--- src/rtl/kmc_pkg.sv ---
// Shared types and constants for the online threshold k-means cluster unit.
// No dependencies; every other file refers to it by scoped names.
package kmc_pkg;

    localparam int ELEM_BITS    = 16;
    localparam int DIST_BITS    = 36;
    localparam int COUNT_BITS   = 16;
    localparam int LABEL_BITS   = 4;
    localparam int MAXC_BITS    = 5;
    localparam int CFG_IDX_BITS = 8;

    // configuration register indexes
    localparam logic [CFG_IDX_BITS-1:0] REG_MAX_CLUSTERS = 8'd0;
    localparam logic [CFG_IDX_BITS-1:0] REG_MERGE_DIST   = 8'd1;

    localparam logic [MAXC_BITS-1:0]  MAXC_RESET  = 5'd10;
    localparam logic [DIST_BITS-1:0]  MERGE_RESET = 36'd67108864;
    localparam logic [DIST_BITS-1:0]  DIST_MAX    = '1;
    localparam logic [COUNT_BITS-1:0] COUNT_MAX   = '1;

    // input item modes
    localparam logic MODE_ELEM  = 1'b0;
    localparam logic MODE_CLEAR = 1'b1;

    typedef struct packed {
        logic                        mode;
        logic signed [ELEM_BITS-1:0] element;
        logic                        last;
    } t_in_item;

    typedef struct packed {
        logic [LABEL_BITS-1:0] label;
        logic                  created;
        logic [DIST_BITS-1:0]  nearest_distance_sq;
        logic [COUNT_BITS-1:0] member_count;
    } t_out_item;

    typedef enum logic [3:0] {
        S_IDLE,
        S_SCAN,
        S_DRAIN,
        S_DECIDE,
        S_UPD_RD,
        S_UPD_GO,
        S_UPD_DIV,
        S_UPD_WR,
        S_FINISH
    } t_state;

    // controller -> datapath
    typedef struct packed {
        logic elem_wr;
        logic clear;
        logic rd;
        logic scan;
        logic tag_first;
        logic tag_elast;
        logic tag_final;
        logic use_label;
        logic decide;
        logic div_start;
        logic cent_we;
        logic finish;
    } t_cmd;

    // datapath -> controller
    typedef struct packed {
        logic total_zero;
        logic scan_done;
        logic div_done;
        logic created;
        logic out_busy;
    } t_status;

endpackage

--- src/rtl/kmc_ctrl.sv ---
// Controller state machine: element intake, distance scan, decision, centroid update.
// Depends on kmc_pkg; commands kmc_datapath through t_cmd, reads t_status.
module kmc_ctrl #(
    parameter int EMB_DIM      = 32,
    parameter int MAX_CLUSTERS = 16,
    localparam int EW = $clog2(EMB_DIM),
    localparam int CW = $clog2(MAX_CLUSTERS + 1),
    localparam int IW = (MAX_CLUSTERS > 1) ? $clog2(MAX_CLUSTERS) : 1
) (
    input  logic             i_clk,
    input  logic             i_rst_n,
    input  logic             i_in_valid,
    input  logic             i_in_mode,
    input  logic             i_in_last,
    output logic             o_in_ready,
    input  kmc_pkg::t_status i_status,
    input  logic [CW-1:0]    i_total,
    output kmc_pkg::t_cmd    o_cmd,
    output logic [IW-1:0]    o_cidx,
    output logic [EW-1:0]    o_eidx
);

    kmc_pkg::t_state r_state, n_state;
    logic [IW-1:0]   r_cidx;
    logic [EW-1:0]   r_eidx;
    logic            accept, elast, final_elem;

    assign elast      = (r_eidx == EW'(EMB_DIM - 1));
    assign final_elem = elast && ((CW'(r_cidx) + CW'(1)) == i_total);
    assign accept     = i_in_valid && o_in_ready;

    // items are taken only between embeddings
    assign o_in_ready = (r_state == kmc_pkg::S_IDLE);

    // next state
    always_comb begin
        n_state = r_state;
        unique case (r_state)
            kmc_pkg::S_IDLE: begin
                if (accept && (i_in_mode == kmc_pkg::MODE_ELEM) && i_in_last) begin
                    n_state = i_status.total_zero ? kmc_pkg::S_DECIDE : kmc_pkg::S_SCAN;
                end
            end
            kmc_pkg::S_SCAN: begin
                if (final_elem) n_state = kmc_pkg::S_DRAIN;
            end
            kmc_pkg::S_DRAIN: begin
                if (i_status.scan_done) n_state = kmc_pkg::S_DECIDE;
            end
            kmc_pkg::S_DECIDE: n_state = kmc_pkg::S_UPD_RD;
            kmc_pkg::S_UPD_RD: n_state = kmc_pkg::S_UPD_GO;
            kmc_pkg::S_UPD_GO: begin
                if (i_status.created) begin
                    n_state = elast ? kmc_pkg::S_FINISH : kmc_pkg::S_UPD_RD;
                end else begin
                    n_state = kmc_pkg::S_UPD_DIV;
                end
            end
            kmc_pkg::S_UPD_DIV: begin
                if (i_status.div_done) n_state = kmc_pkg::S_UPD_WR;
            end
            kmc_pkg::S_UPD_WR: n_state = elast ? kmc_pkg::S_FINISH : kmc_pkg::S_UPD_RD;
            // hold while the previous result is still waiting
            kmc_pkg::S_FINISH: begin
                if (!i_status.out_busy) n_state = kmc_pkg::S_IDLE;
            end
            default: n_state = kmc_pkg::S_IDLE;
        endcase
    end

    // command outputs
    always_comb begin
        o_cmd = '0;
        unique case (r_state)
            kmc_pkg::S_IDLE: begin
                o_cmd.elem_wr = accept && (i_in_mode == kmc_pkg::MODE_ELEM);
                o_cmd.clear   = accept && (i_in_mode == kmc_pkg::MODE_CLEAR);
            end
            kmc_pkg::S_SCAN: begin
                o_cmd.rd        = 1'b1;
                o_cmd.scan      = 1'b1;
                o_cmd.tag_first = (r_eidx == '0);
                o_cmd.tag_elast = elast;
                o_cmd.tag_final = final_elem;
            end
            kmc_pkg::S_DECIDE: o_cmd.decide = 1'b1;
            kmc_pkg::S_UPD_RD: begin
                o_cmd.rd        = 1'b1;
                o_cmd.use_label = 1'b1;
            end
            kmc_pkg::S_UPD_GO: begin
                o_cmd.use_label = 1'b1;
                o_cmd.cent_we   = i_status.created;
                o_cmd.div_start = !i_status.created;
            end
            kmc_pkg::S_UPD_WR: begin
                o_cmd.use_label = 1'b1;
                o_cmd.cent_we   = 1'b1;
            end
            kmc_pkg::S_FINISH: o_cmd.finish = !i_status.out_busy;
            default: o_cmd = '0;
        endcase
    end

    // state and loop counters
    always_ff @(posedge i_clk) begin
        if (!i_rst_n) begin
            r_state <= kmc_pkg::S_IDLE;
            r_cidx  <= '0;
            r_eidx  <= '0;
        end else begin
            r_state <= n_state;
            if (r_state == kmc_pkg::S_IDLE) begin
                r_cidx <= '0;
                r_eidx <= '0;
            end else if (r_state == kmc_pkg::S_SCAN) begin
                if (elast) begin
                    r_eidx <= '0;
                    r_cidx <= r_cidx + IW'(1);
                end else begin
                    r_eidx <= r_eidx + EW'(1);
                end
            end else if ((r_state == kmc_pkg::S_UPD_WR) ||
                         ((r_state == kmc_pkg::S_UPD_GO) && i_status.created)) begin
                r_eidx <= elast ? '0 : r_eidx + EW'(1);
            end
        end
    end

    assign o_cidx = r_cidx;
    assign o_eidx = r_eidx;

endmodule

--- config.mk ---
export PLATFORM = sky130hd
export DESIGN_NAME = kmc_ctrl
export DESIGN_NICKNAME = d
export VERILOG_FILES = /design/src/rtl/kmc_pkg.sv /design/src/rtl/kmc_ctrl.sv
export SDC_FILE = /design/constraint.sdc
export NUM_CORES = 1
export LEC_CHECK = 0
export BUFFER_PORTS_ARGS = -buffer_cell sky130_fd_sc_hd__buf_2
export CELL_PAD_IN_SITES_DETAIL_PLACEMENT = 0
export CELL_PAD_IN_SITES_GLOBAL_PLACEMENT = 1
export CORE_ASPECT_RATIO = 1.25
export CORE_MARGIN = 2
export CORE_UTILIZATION = 33
export CTS_CLUSTER_SIZE = 40
export DETAILED_ROUTE_END_ITERATION = 8
export GPL_TIMING_DRIVEN = 0
export PLACE_DENSITY = 0.87
export SETUP_SLACK_MARGIN = 0.3
export SLEW_MARGIN = 0
export SYNTH_ARGS = -nofsm -noshare
export SYNTH_HDL_FRONTEND = slang
export SYNTH_SLANG_ARGS = --single-unit
--- constraint.sdc ---
create_clock -name i_clk -period 2.55 [get_ports i_clk]
set_input_delay 0.765 -clock i_clk [delete_from_list [all_inputs] [get_ports i_clk]]
set_output_delay 0.765 -clock i_clk [all_outputs]
set_load 0.1 [all_outputs]
Word level (Yosys, flattened, before mapping)
Cells that the tools add are included.
{ "word_totals": {"reg_bits": 13, "output_inout_bits": 22, "inputBits": 15, "elab_cells": 60} }
{ "op_classes": {"bitwise_logic": 2, "reduce_logical": 17, "add_sub_neg": 3, "n_mux": 20, "n_eq_ne": 15} }
{ "ops": {"columns": ["cell", "count"], "rows": [
  ["$pmux W4 S9", 1],
  ["$mux W4", 8],
  ["$eq A4 B3 Y1 const B", 4],
  ["$mux W5", 3],
  ["$eq A4 B2 Y1 const B", 2],
  ["$ne A2 B2 Y1 const B", 4],
  ["$logic_and A1 B1 Y1", 6],
  ["$add A4 B1 Y5 const B", 1],
  ["$add A5 B1 Y5 const B", 1],
  ["$eq A5 B5 Y1", 1],
  ["$eq A5 B5 Y1 const B", 1],
  ["$logic_not A5 Y1", 1],
  ["$mux W1", 5],
  ["$reduce_and A5 Y1", 1],
  ["$add A4 B1 Y4 const B", 1],
  ["$eq A4 B1 Y1 const B", 1],
  ["$eq A4 B4 Y1 const B", 1],
  ["$logic_not A4 Y1", 1],
  ["$mux W2", 2],
  ["$reduce_or A2 Y1", 2],
  ["$reduce_or A3 Y1", 1],
  ["$logic_not A1 Y1", 2],
  ["$ne A2 B1 Y1 const B", 1],
  ["$not A1 Y1", 2],
  ["other kinds (4)", 4]
]} }

Logic depth before layout (Yosys ltp)
Gate-level depths: netlist of run 1.
{ "logic_depth": {"word_depth": 6, "mapped_depth": 9, "depth_no_buf": 7} }

Least setup slack after synthesis of run 1
Ideal clock, no wire load.
{ "synth_timing": {"kind": "register to output", "from": "reg r_state[2]", "to": "out o_cmd[11] (netlist name)", "path_buffers": 1, "t_required_ps": 1785, "stages_incl_launch_ff": 5, "arrival_ps": 3800, "setup_slack_ps": -2015, "cell_sequence": "dfxtp_1 -> buf_2 -> nor4_2 -> nand2_1 -> nor2_1"} }
{ "synth_lines": {"columns": ["item", "line", "text"], "rows": [
  ["start: declaration", "kmc_ctrl.sv:23", "kmc_pkg::t_state r_state, n_state;"],
  ["start signal: assignment", "kmc_ctrl.sv:108", "r_state <= kmc_pkg::S_IDLE;"],
  ["start signal: assignment", "kmc_ctrl.sv:112", "r_state <= n_state;"],
  ["end: declaration", "kmc_ctrl.sv:18", "output kmc_pkg::t_cmd o_cmd,"]
]} }

==> results of run 1 <==
==> power groups by stage <==
stage | sequential, mW | combinational, mW | clock (mW)
finish | 0.266 | 1.17 | 0.133
global route | 0.269 | 1.22 | 0.145
CTS | 0.259 | 1.07 | 0.133
detailed placement | 0.266 | 0.861 | 0
global placement | 0.264 | 0.848 | 0
floorplan | 0.288 | 0.715 | 0
==> placed cells by master, fill, tap and decap left out, drive strengths merged, types with 2 or more instances in the layout <==
cell,netlist,final
nand2,6,6
and4b,2,2
xor2,4,4
clkbuf,5,7
nor4,2,2
nand2b,3,3
o21ai,5,5
mux2i,4,4
and2,3,3
dfxtp,13,13
buf,3,60
nand3,4,4
inv,3,2
ha,4,4
a211oi,2,2
a21oi,7,7
nor2b,3,3
nor2,15,15
and3,3,3
xnor2,5,5
nor3,3,3
==> through the flow <==
step                 util  worst slack, ns  TNS, ns
finish              0.671          -0.0409  -0.0409
global route        0.671           -0.112   -0.112
CTS                 0.627          -0.0367  -0.0367
global placement    0.485           -0.464   -0.659
floorplan               -           -0.650    -2.98
detailed placement  0.485           -0.520   -0.754
==> flip-flops by register name (all words and copies together) (netlist names) <==
register,count
o_eidx,5
r_state,4
o_cidx,4
==> critical path: cells and delay by family <==
family | cells | cell delay (ns)
buf+inv | 2 | 0.27
simple gates | 2 | 0.46
compound gates | 2 | 0.34
==> cell type report <==
class	count	share of cell area
multi-input cells	90	0.467
repair buffers	55	0.266
flip-flops and latches	13	0.156
plain buffers	8	0.0633
well taps	34	0.0236
clock buffers	4	0.0146
inverters	3	0.00834
==> cells by family (layout without fill, tap and decap cells) <==
logic type                 after synthesis  in the layout  share of synthesized area
adders and majority gates                4              4                     0.0539
and+or+nand+nor                         52             52                      0.333
xor gates and xnor gates                 9              9                     0.0849
AOI/OAI and AO/OA                       21             21                      0.143
buffers and inverters                   11             70                     0.0620
DFF                                     13             13                      0.280
muxes                                    4              4                     0.0431
==> timing repair <==
item                                    CTS  global route
endpoints found under the setup margin   13            11
hold buffers                              0             0
resized for setup                        65            22
pin swaps                                 8             7
buffers inserted                         16             3
==> layer usage <==
metal | vias up | routed length (um) | track usage
met5 | - | 0 | 0
met1 | 495 | 1150 | 0.208
met3 | 4 | 98 | 0.0261
met2 | 28 | 1590 | 0.338
li1 | 522 | - | -
met4 | 0 | 30 | 0.0592
==> path summary, 6_finish.rpt <==
| check | from | endpoint | slack [ns] | depth (start not counted) |
|---|---|---|---|---|
| hold / removal | o_eidx[3] | o_eidx[3] | 0.51 | 2 |
| setup / recovery | i_total[2] | o_cmd[5] | -0.04 | 6 |
| setup reg to reg | o_eidx[1] | r_state[0] | 0.40 | 14 |
| hold reg to reg | o_eidx[3] | o_eidx[3] | 0.51 | 2 |
==> cell usage after synthesis, types with 2 or more instances <==
cell type	count	area share
nor2_1	15	0.061
dfxtp_1	13	0.28
a21oi_1	7	0.038
nand2_1	6	0.024
clkbuf_1	5	0.020
xnor2_1	5	0.047
ha_1	4	0.054
mux2i_1	4	0.043
nand3_1	4	0.022
xor2_1	4	0.038
and2_1	3	0.020
and3_1	3	0.020
inv_1	3	0.012
nand2b_1	3	0.020
nor2b_1	3	0.020
nor3_1	3	0.016
o21ai_0	3	0.016
a211oi_1	2	0.016
and4b_1	2	0.022
buf_6	2	0.024
o21ai_1	2	0.011
==> flow_summary.toml, run 1 <==
[drt]
drt_wl_total_mm = 2.87
antenna_left = 0
drt-initial-drc-count = 14
vias = 1049
drc = 0
wl_per_cell_um = 13.9
drt-pass1-iter-count = 4
post_drt_via_cell_ratio = 5.07

[global_route]
grt_pass1_vias = 1037
grt_pass1_wl_mm = 4.60
grt.overflow.total = 0
track_usage = 0.183
grt_max_degree = 11
antenna_found_initial = 0

[timing]
rsz0062_at_grt = "true"
drv_slew = 0
setup_violations = 1
slew-limit-headroom = 0.660
period_needed_ns = 2.59
max_freq_ghz = 0.386
final_hold_viol_count = 0
whs_ns = 0.513
layout_setup_ws_ns = -0.0409
tightest_slew_ns = 0.514
clock_skew_ns = 0.00560
min_period_over_period = 1.02

[logic_synthesis]
synthArstFlopShare = 0
synth-main-ff-cell = "dfxtp_1"
syn-instance-count = 114
yosysWarningCount = 0
synthDistinctLibCells = 39
syn_nets = 133
synth_edf_count = 0
yosysSeqAreaShare = 0.280
synth.ff_latch_count = 13
avgSynthCellArea_um2 = 8.14
synth_area_um2 = 928

[layout]
ff_latch_area_um2 = 282
layout-drive-gt1-share = 0.624
fin_area_um2 = 1800
nFillCells = 212
syn_to_final_growth_pct = 93.8
final_cells = 207
diodes = 0
multi_input_area_um2 = 841
nets = 193

[critical_path]
crit_type = "input port to primary output"
crit_path_start_kind = "input port"
path_max_fanout = 4
crit_required_ns = 1.79
cp-end-kind = "primary output"
cp_slowest_cell = "and4b_1"
worstPathArrival_ns = 1.83
max_stage_delay_ns = 0.26
worstPathCellList = "buf_6 -> and4b_1 -> a22oi_2 -> a211oi_4 -> and2_4 -> buf_12"

[pwr]
cellLeakagePower_nw = 0.740
sw_frac_of_total = 0.528
peakVddDrop_mv = 0.878
powerDensity_nw_per_um2 = 869
finalPower_mw = 1.56
p_int_mw = 0.739
p_seq_frac = 0.170
power_switching_mw = 0.825
pwr-share-comb = 0.745
p_clk_frac = 0.085

[min_path]
worstHoldPathType = "flip-flop to flip-flop"

[clock_tree]
clkTransAtPathRegs_ns = 0.09
clock_sinks = 13
numCtsBuffers = 3
clock_latency_ns = 0.28
cts.root.buffer_cell = "clkbuf_4"
htree_levels = 1
tritoncts = "built"
clock_path_buffers = 2

[run_status]
failed_checks = "negative setup slack"
status = "finished with violations"

[placement]
gp_congestion = 0.794
dp.cells = 184
port_buffers = 36
dpl_cell_area_um2 = 1300
hpwl_mm = 1.85

[floorplan]
pin_count = 37
die_width_um = 51.4
initial_core_util = 0.346
core.rowCount = 21
dieArea_um2 = 3260
core_um2 = 2680
die_h_um = 63.3

[job]
cap_violations = 0
Power figures use the tool's default switching activity.
==> run 2, diff against run 1 <==
CORE_UTILIZATION = 36   (was 33)
PLACE_DENSITY = 0.93   (was 0.87)
SETUP_SLACK_MARGIN = 0.15   (was 0.3)
clock period = 3.3 ns   (was 2.55 ns; I/O delays follow)
==> run 2 against run 1 <==
  * The flow now finishes without violations
  * Via count decreased by 9.8%
  * Clock power shrank 27%
  * First-iteration DRC count increased by 64%
  * Sequential cell count stayed put
  * Combinational power is 46% lower
  * Sequential power decreased by 25%
  * Utilization down 15 points
  * Critical path depth unchanged
  * Non-clock buffer count decreased by 19
  * Setup slack improved by 0.29 ns
  * Count of clock-buffer cells in the layout did not move
  * Global-route usage down 3.7 points
==> flow_summary.toml, run 2 (synthesis results as in run 1) <==
[drt]
drt-initial-drc-count = 23
post_drt_via_cell_ratio = 5.06
drc = 0
wl_per_cell_um = 11.1
vias = 946
drt-pass1-iter-count = 4
antenna_left = 0
drt_wl_total_mm = 2.08

[min_path]
holdPathStages = 2
worst_hold_path.endpoint = "o_eidx[3]"
holdCritStartpoint = "o_eidx[3]"
worstHoldPathType = "flip-flop to flip-flop"

[floorplan]
die_h_um = 60.8
core_um2 = 2450
pin_count = 37
die_width_um = 49.4
dieArea_um2 = 3000
core.rowCount = 20
initial_core_util = 0.379

[layout]
layout-drive-gt1-share = 0.422
ff_latch_area_um2 = 275
largest_reg_flops = 5
diodes = 0
multi_input_area_um2 = 677
final_common_cell = "buf_2"
syn_to_final_growth_pct = 38.8
nets = 174
nFillCells = 264
final_cell_mix = "buf_2 (35), nor2_1 (13), a21oi_1 (7), nand2_1 (6), dfxtp_2 (6)"
fin_area_um2 = 1290

[clock_tree]
cts_setup_buffers = 0
clkTransAtPathRegs_ns = 0.07
cts.root.buffer_cell = "clkbuf_4"
tritoncts = "built"
clock_latency_ns = 0.27
clock_path_buffers = 2
numCtsBuffers = 3
htree_levels = 1
clock_sinks = 13

[pwr]
finalPower_mw = 0.921
cellLeakagePower_nw = 0.576
powerDensity_nw_per_um2 = 715
peakVddDrop_mv = 0.653

[run_status]
status = "finished, final reports clean"

[timing]
tightest_slew_ns = 0.491
max_freq_ghz = 0.328
drv_slew = 0
setup_violations = 0
min_period_over_period = 0.924
period_needed_ns = 3.05
rsz0062_at_grt = "false"
clock_skew_ns = 0.00460
slew-limit-headroom = 0.675
final_hold_viol_count = 0

[global_route]
grt_max_degree = 11
track_usage = 0.146
grt_pass1_wl_mm = 3.48
grt_pass1_vias = 844
antenna_found_initial = 0
grt.overflow.total = 0

[critical_path]
worstPathArrival_ns = 2.06
crit_required_ns = 2.31
path_max_fanout = 4
crit_path_start_kind = "input port"
reg2reg_depth = 6
timing.rr.end = "o_eidx[2]"
cp-end-kind = "primary output"
r2r_start = "r_state[3]"
reg2reg_slack_ns = 1.43
crit_type = "input port to primary output"

[placement]
port_buffers = 36
gp_congestion = 0.783
dpl_cell_area_um2 = 1240
hpwl_mm = 1.66

[job]
cap_violations = 0
run 2: changes by cell type in the layout (fill, tap and decap cells not counted), sizes merged:
cell	change
clkbuf	+2
clkinvlp	-1
buf	-21
inv	+1
run 2: critical path, stage by stage:
cell and delay [ns]:
buf_2 0.12, and4b_1 0.23, a22oi_1 0.09, a211oi_2 0.25
and2_4 0.18, buf_8 0.19
run 2: layout make-up:
class | count | share of cell area
buffer | 8 | 0.0524
clock buffer | 4 | 0.0204
inverter | 3 | 0.00874
multi-input combinational | 90 | 0.525
sequential | 13 | 0.214
tap | 33 | 0.0320
timing repair buffer | 36 | 0.148
run 2: what timing repair did:
item / CTS / global route
gates resized for setup: 4 / 3
setup endpoints to repair: 2 / 2
hold buffers: 0 / 0
run 2: per-layer routing:
metal	global-route usage	wire length [um]	up-vias
met5	0	0	-
li1	-	-	483
met4	0.0476	14	0
met2	0.272	1020	29
met3	0.0271	126	2
met1	0.170	913	432
run 2: power by group:
part | switching [mW] | total [mW] | internal, mW
Clock | 0.0498 | 0.0965 | 0.0468
Sequential | 0.0233 | 0.199 | 0.176
Combinational | 0.469 | 0.626 | 0.156
Total | 0.542 | 0.921 | 0.379
run 2: worst max-delay path by stage:
stage	start	endpoint	slack, ns
global placement	i_total[2]	o_cmd[5]	-0.01
finish	i_total[2]	o_cmd[5]	0.25
floorplan	i_status[0]	o_cmd[0]	-0.50
detailed placement	i_total[2]	o_cmd[5]	-0.01
global route	o_eidx[0]	o_cmd[5]	0.18
CTS	o_eidx[0]	o_cmd[5]	0.20
run 2: through the flow:
step           setup slack (ns)  hold WS, ns   util  setup TNS (ns)  std cells
4_1_cts                   0.197        0.517  0.523               0        187
5_1_grt                   0.176        0.543  0.526               0        187
3_3_place_gp            -0.0126        0.486  0.507         -0.0126        183
6_report                  0.250        0.522  0.526               0        187
2_1_floorplan            -0.496        0.595      -          -0.626        114
3_5_place_dp            -0.0137        0.510  0.507         -0.0137        183
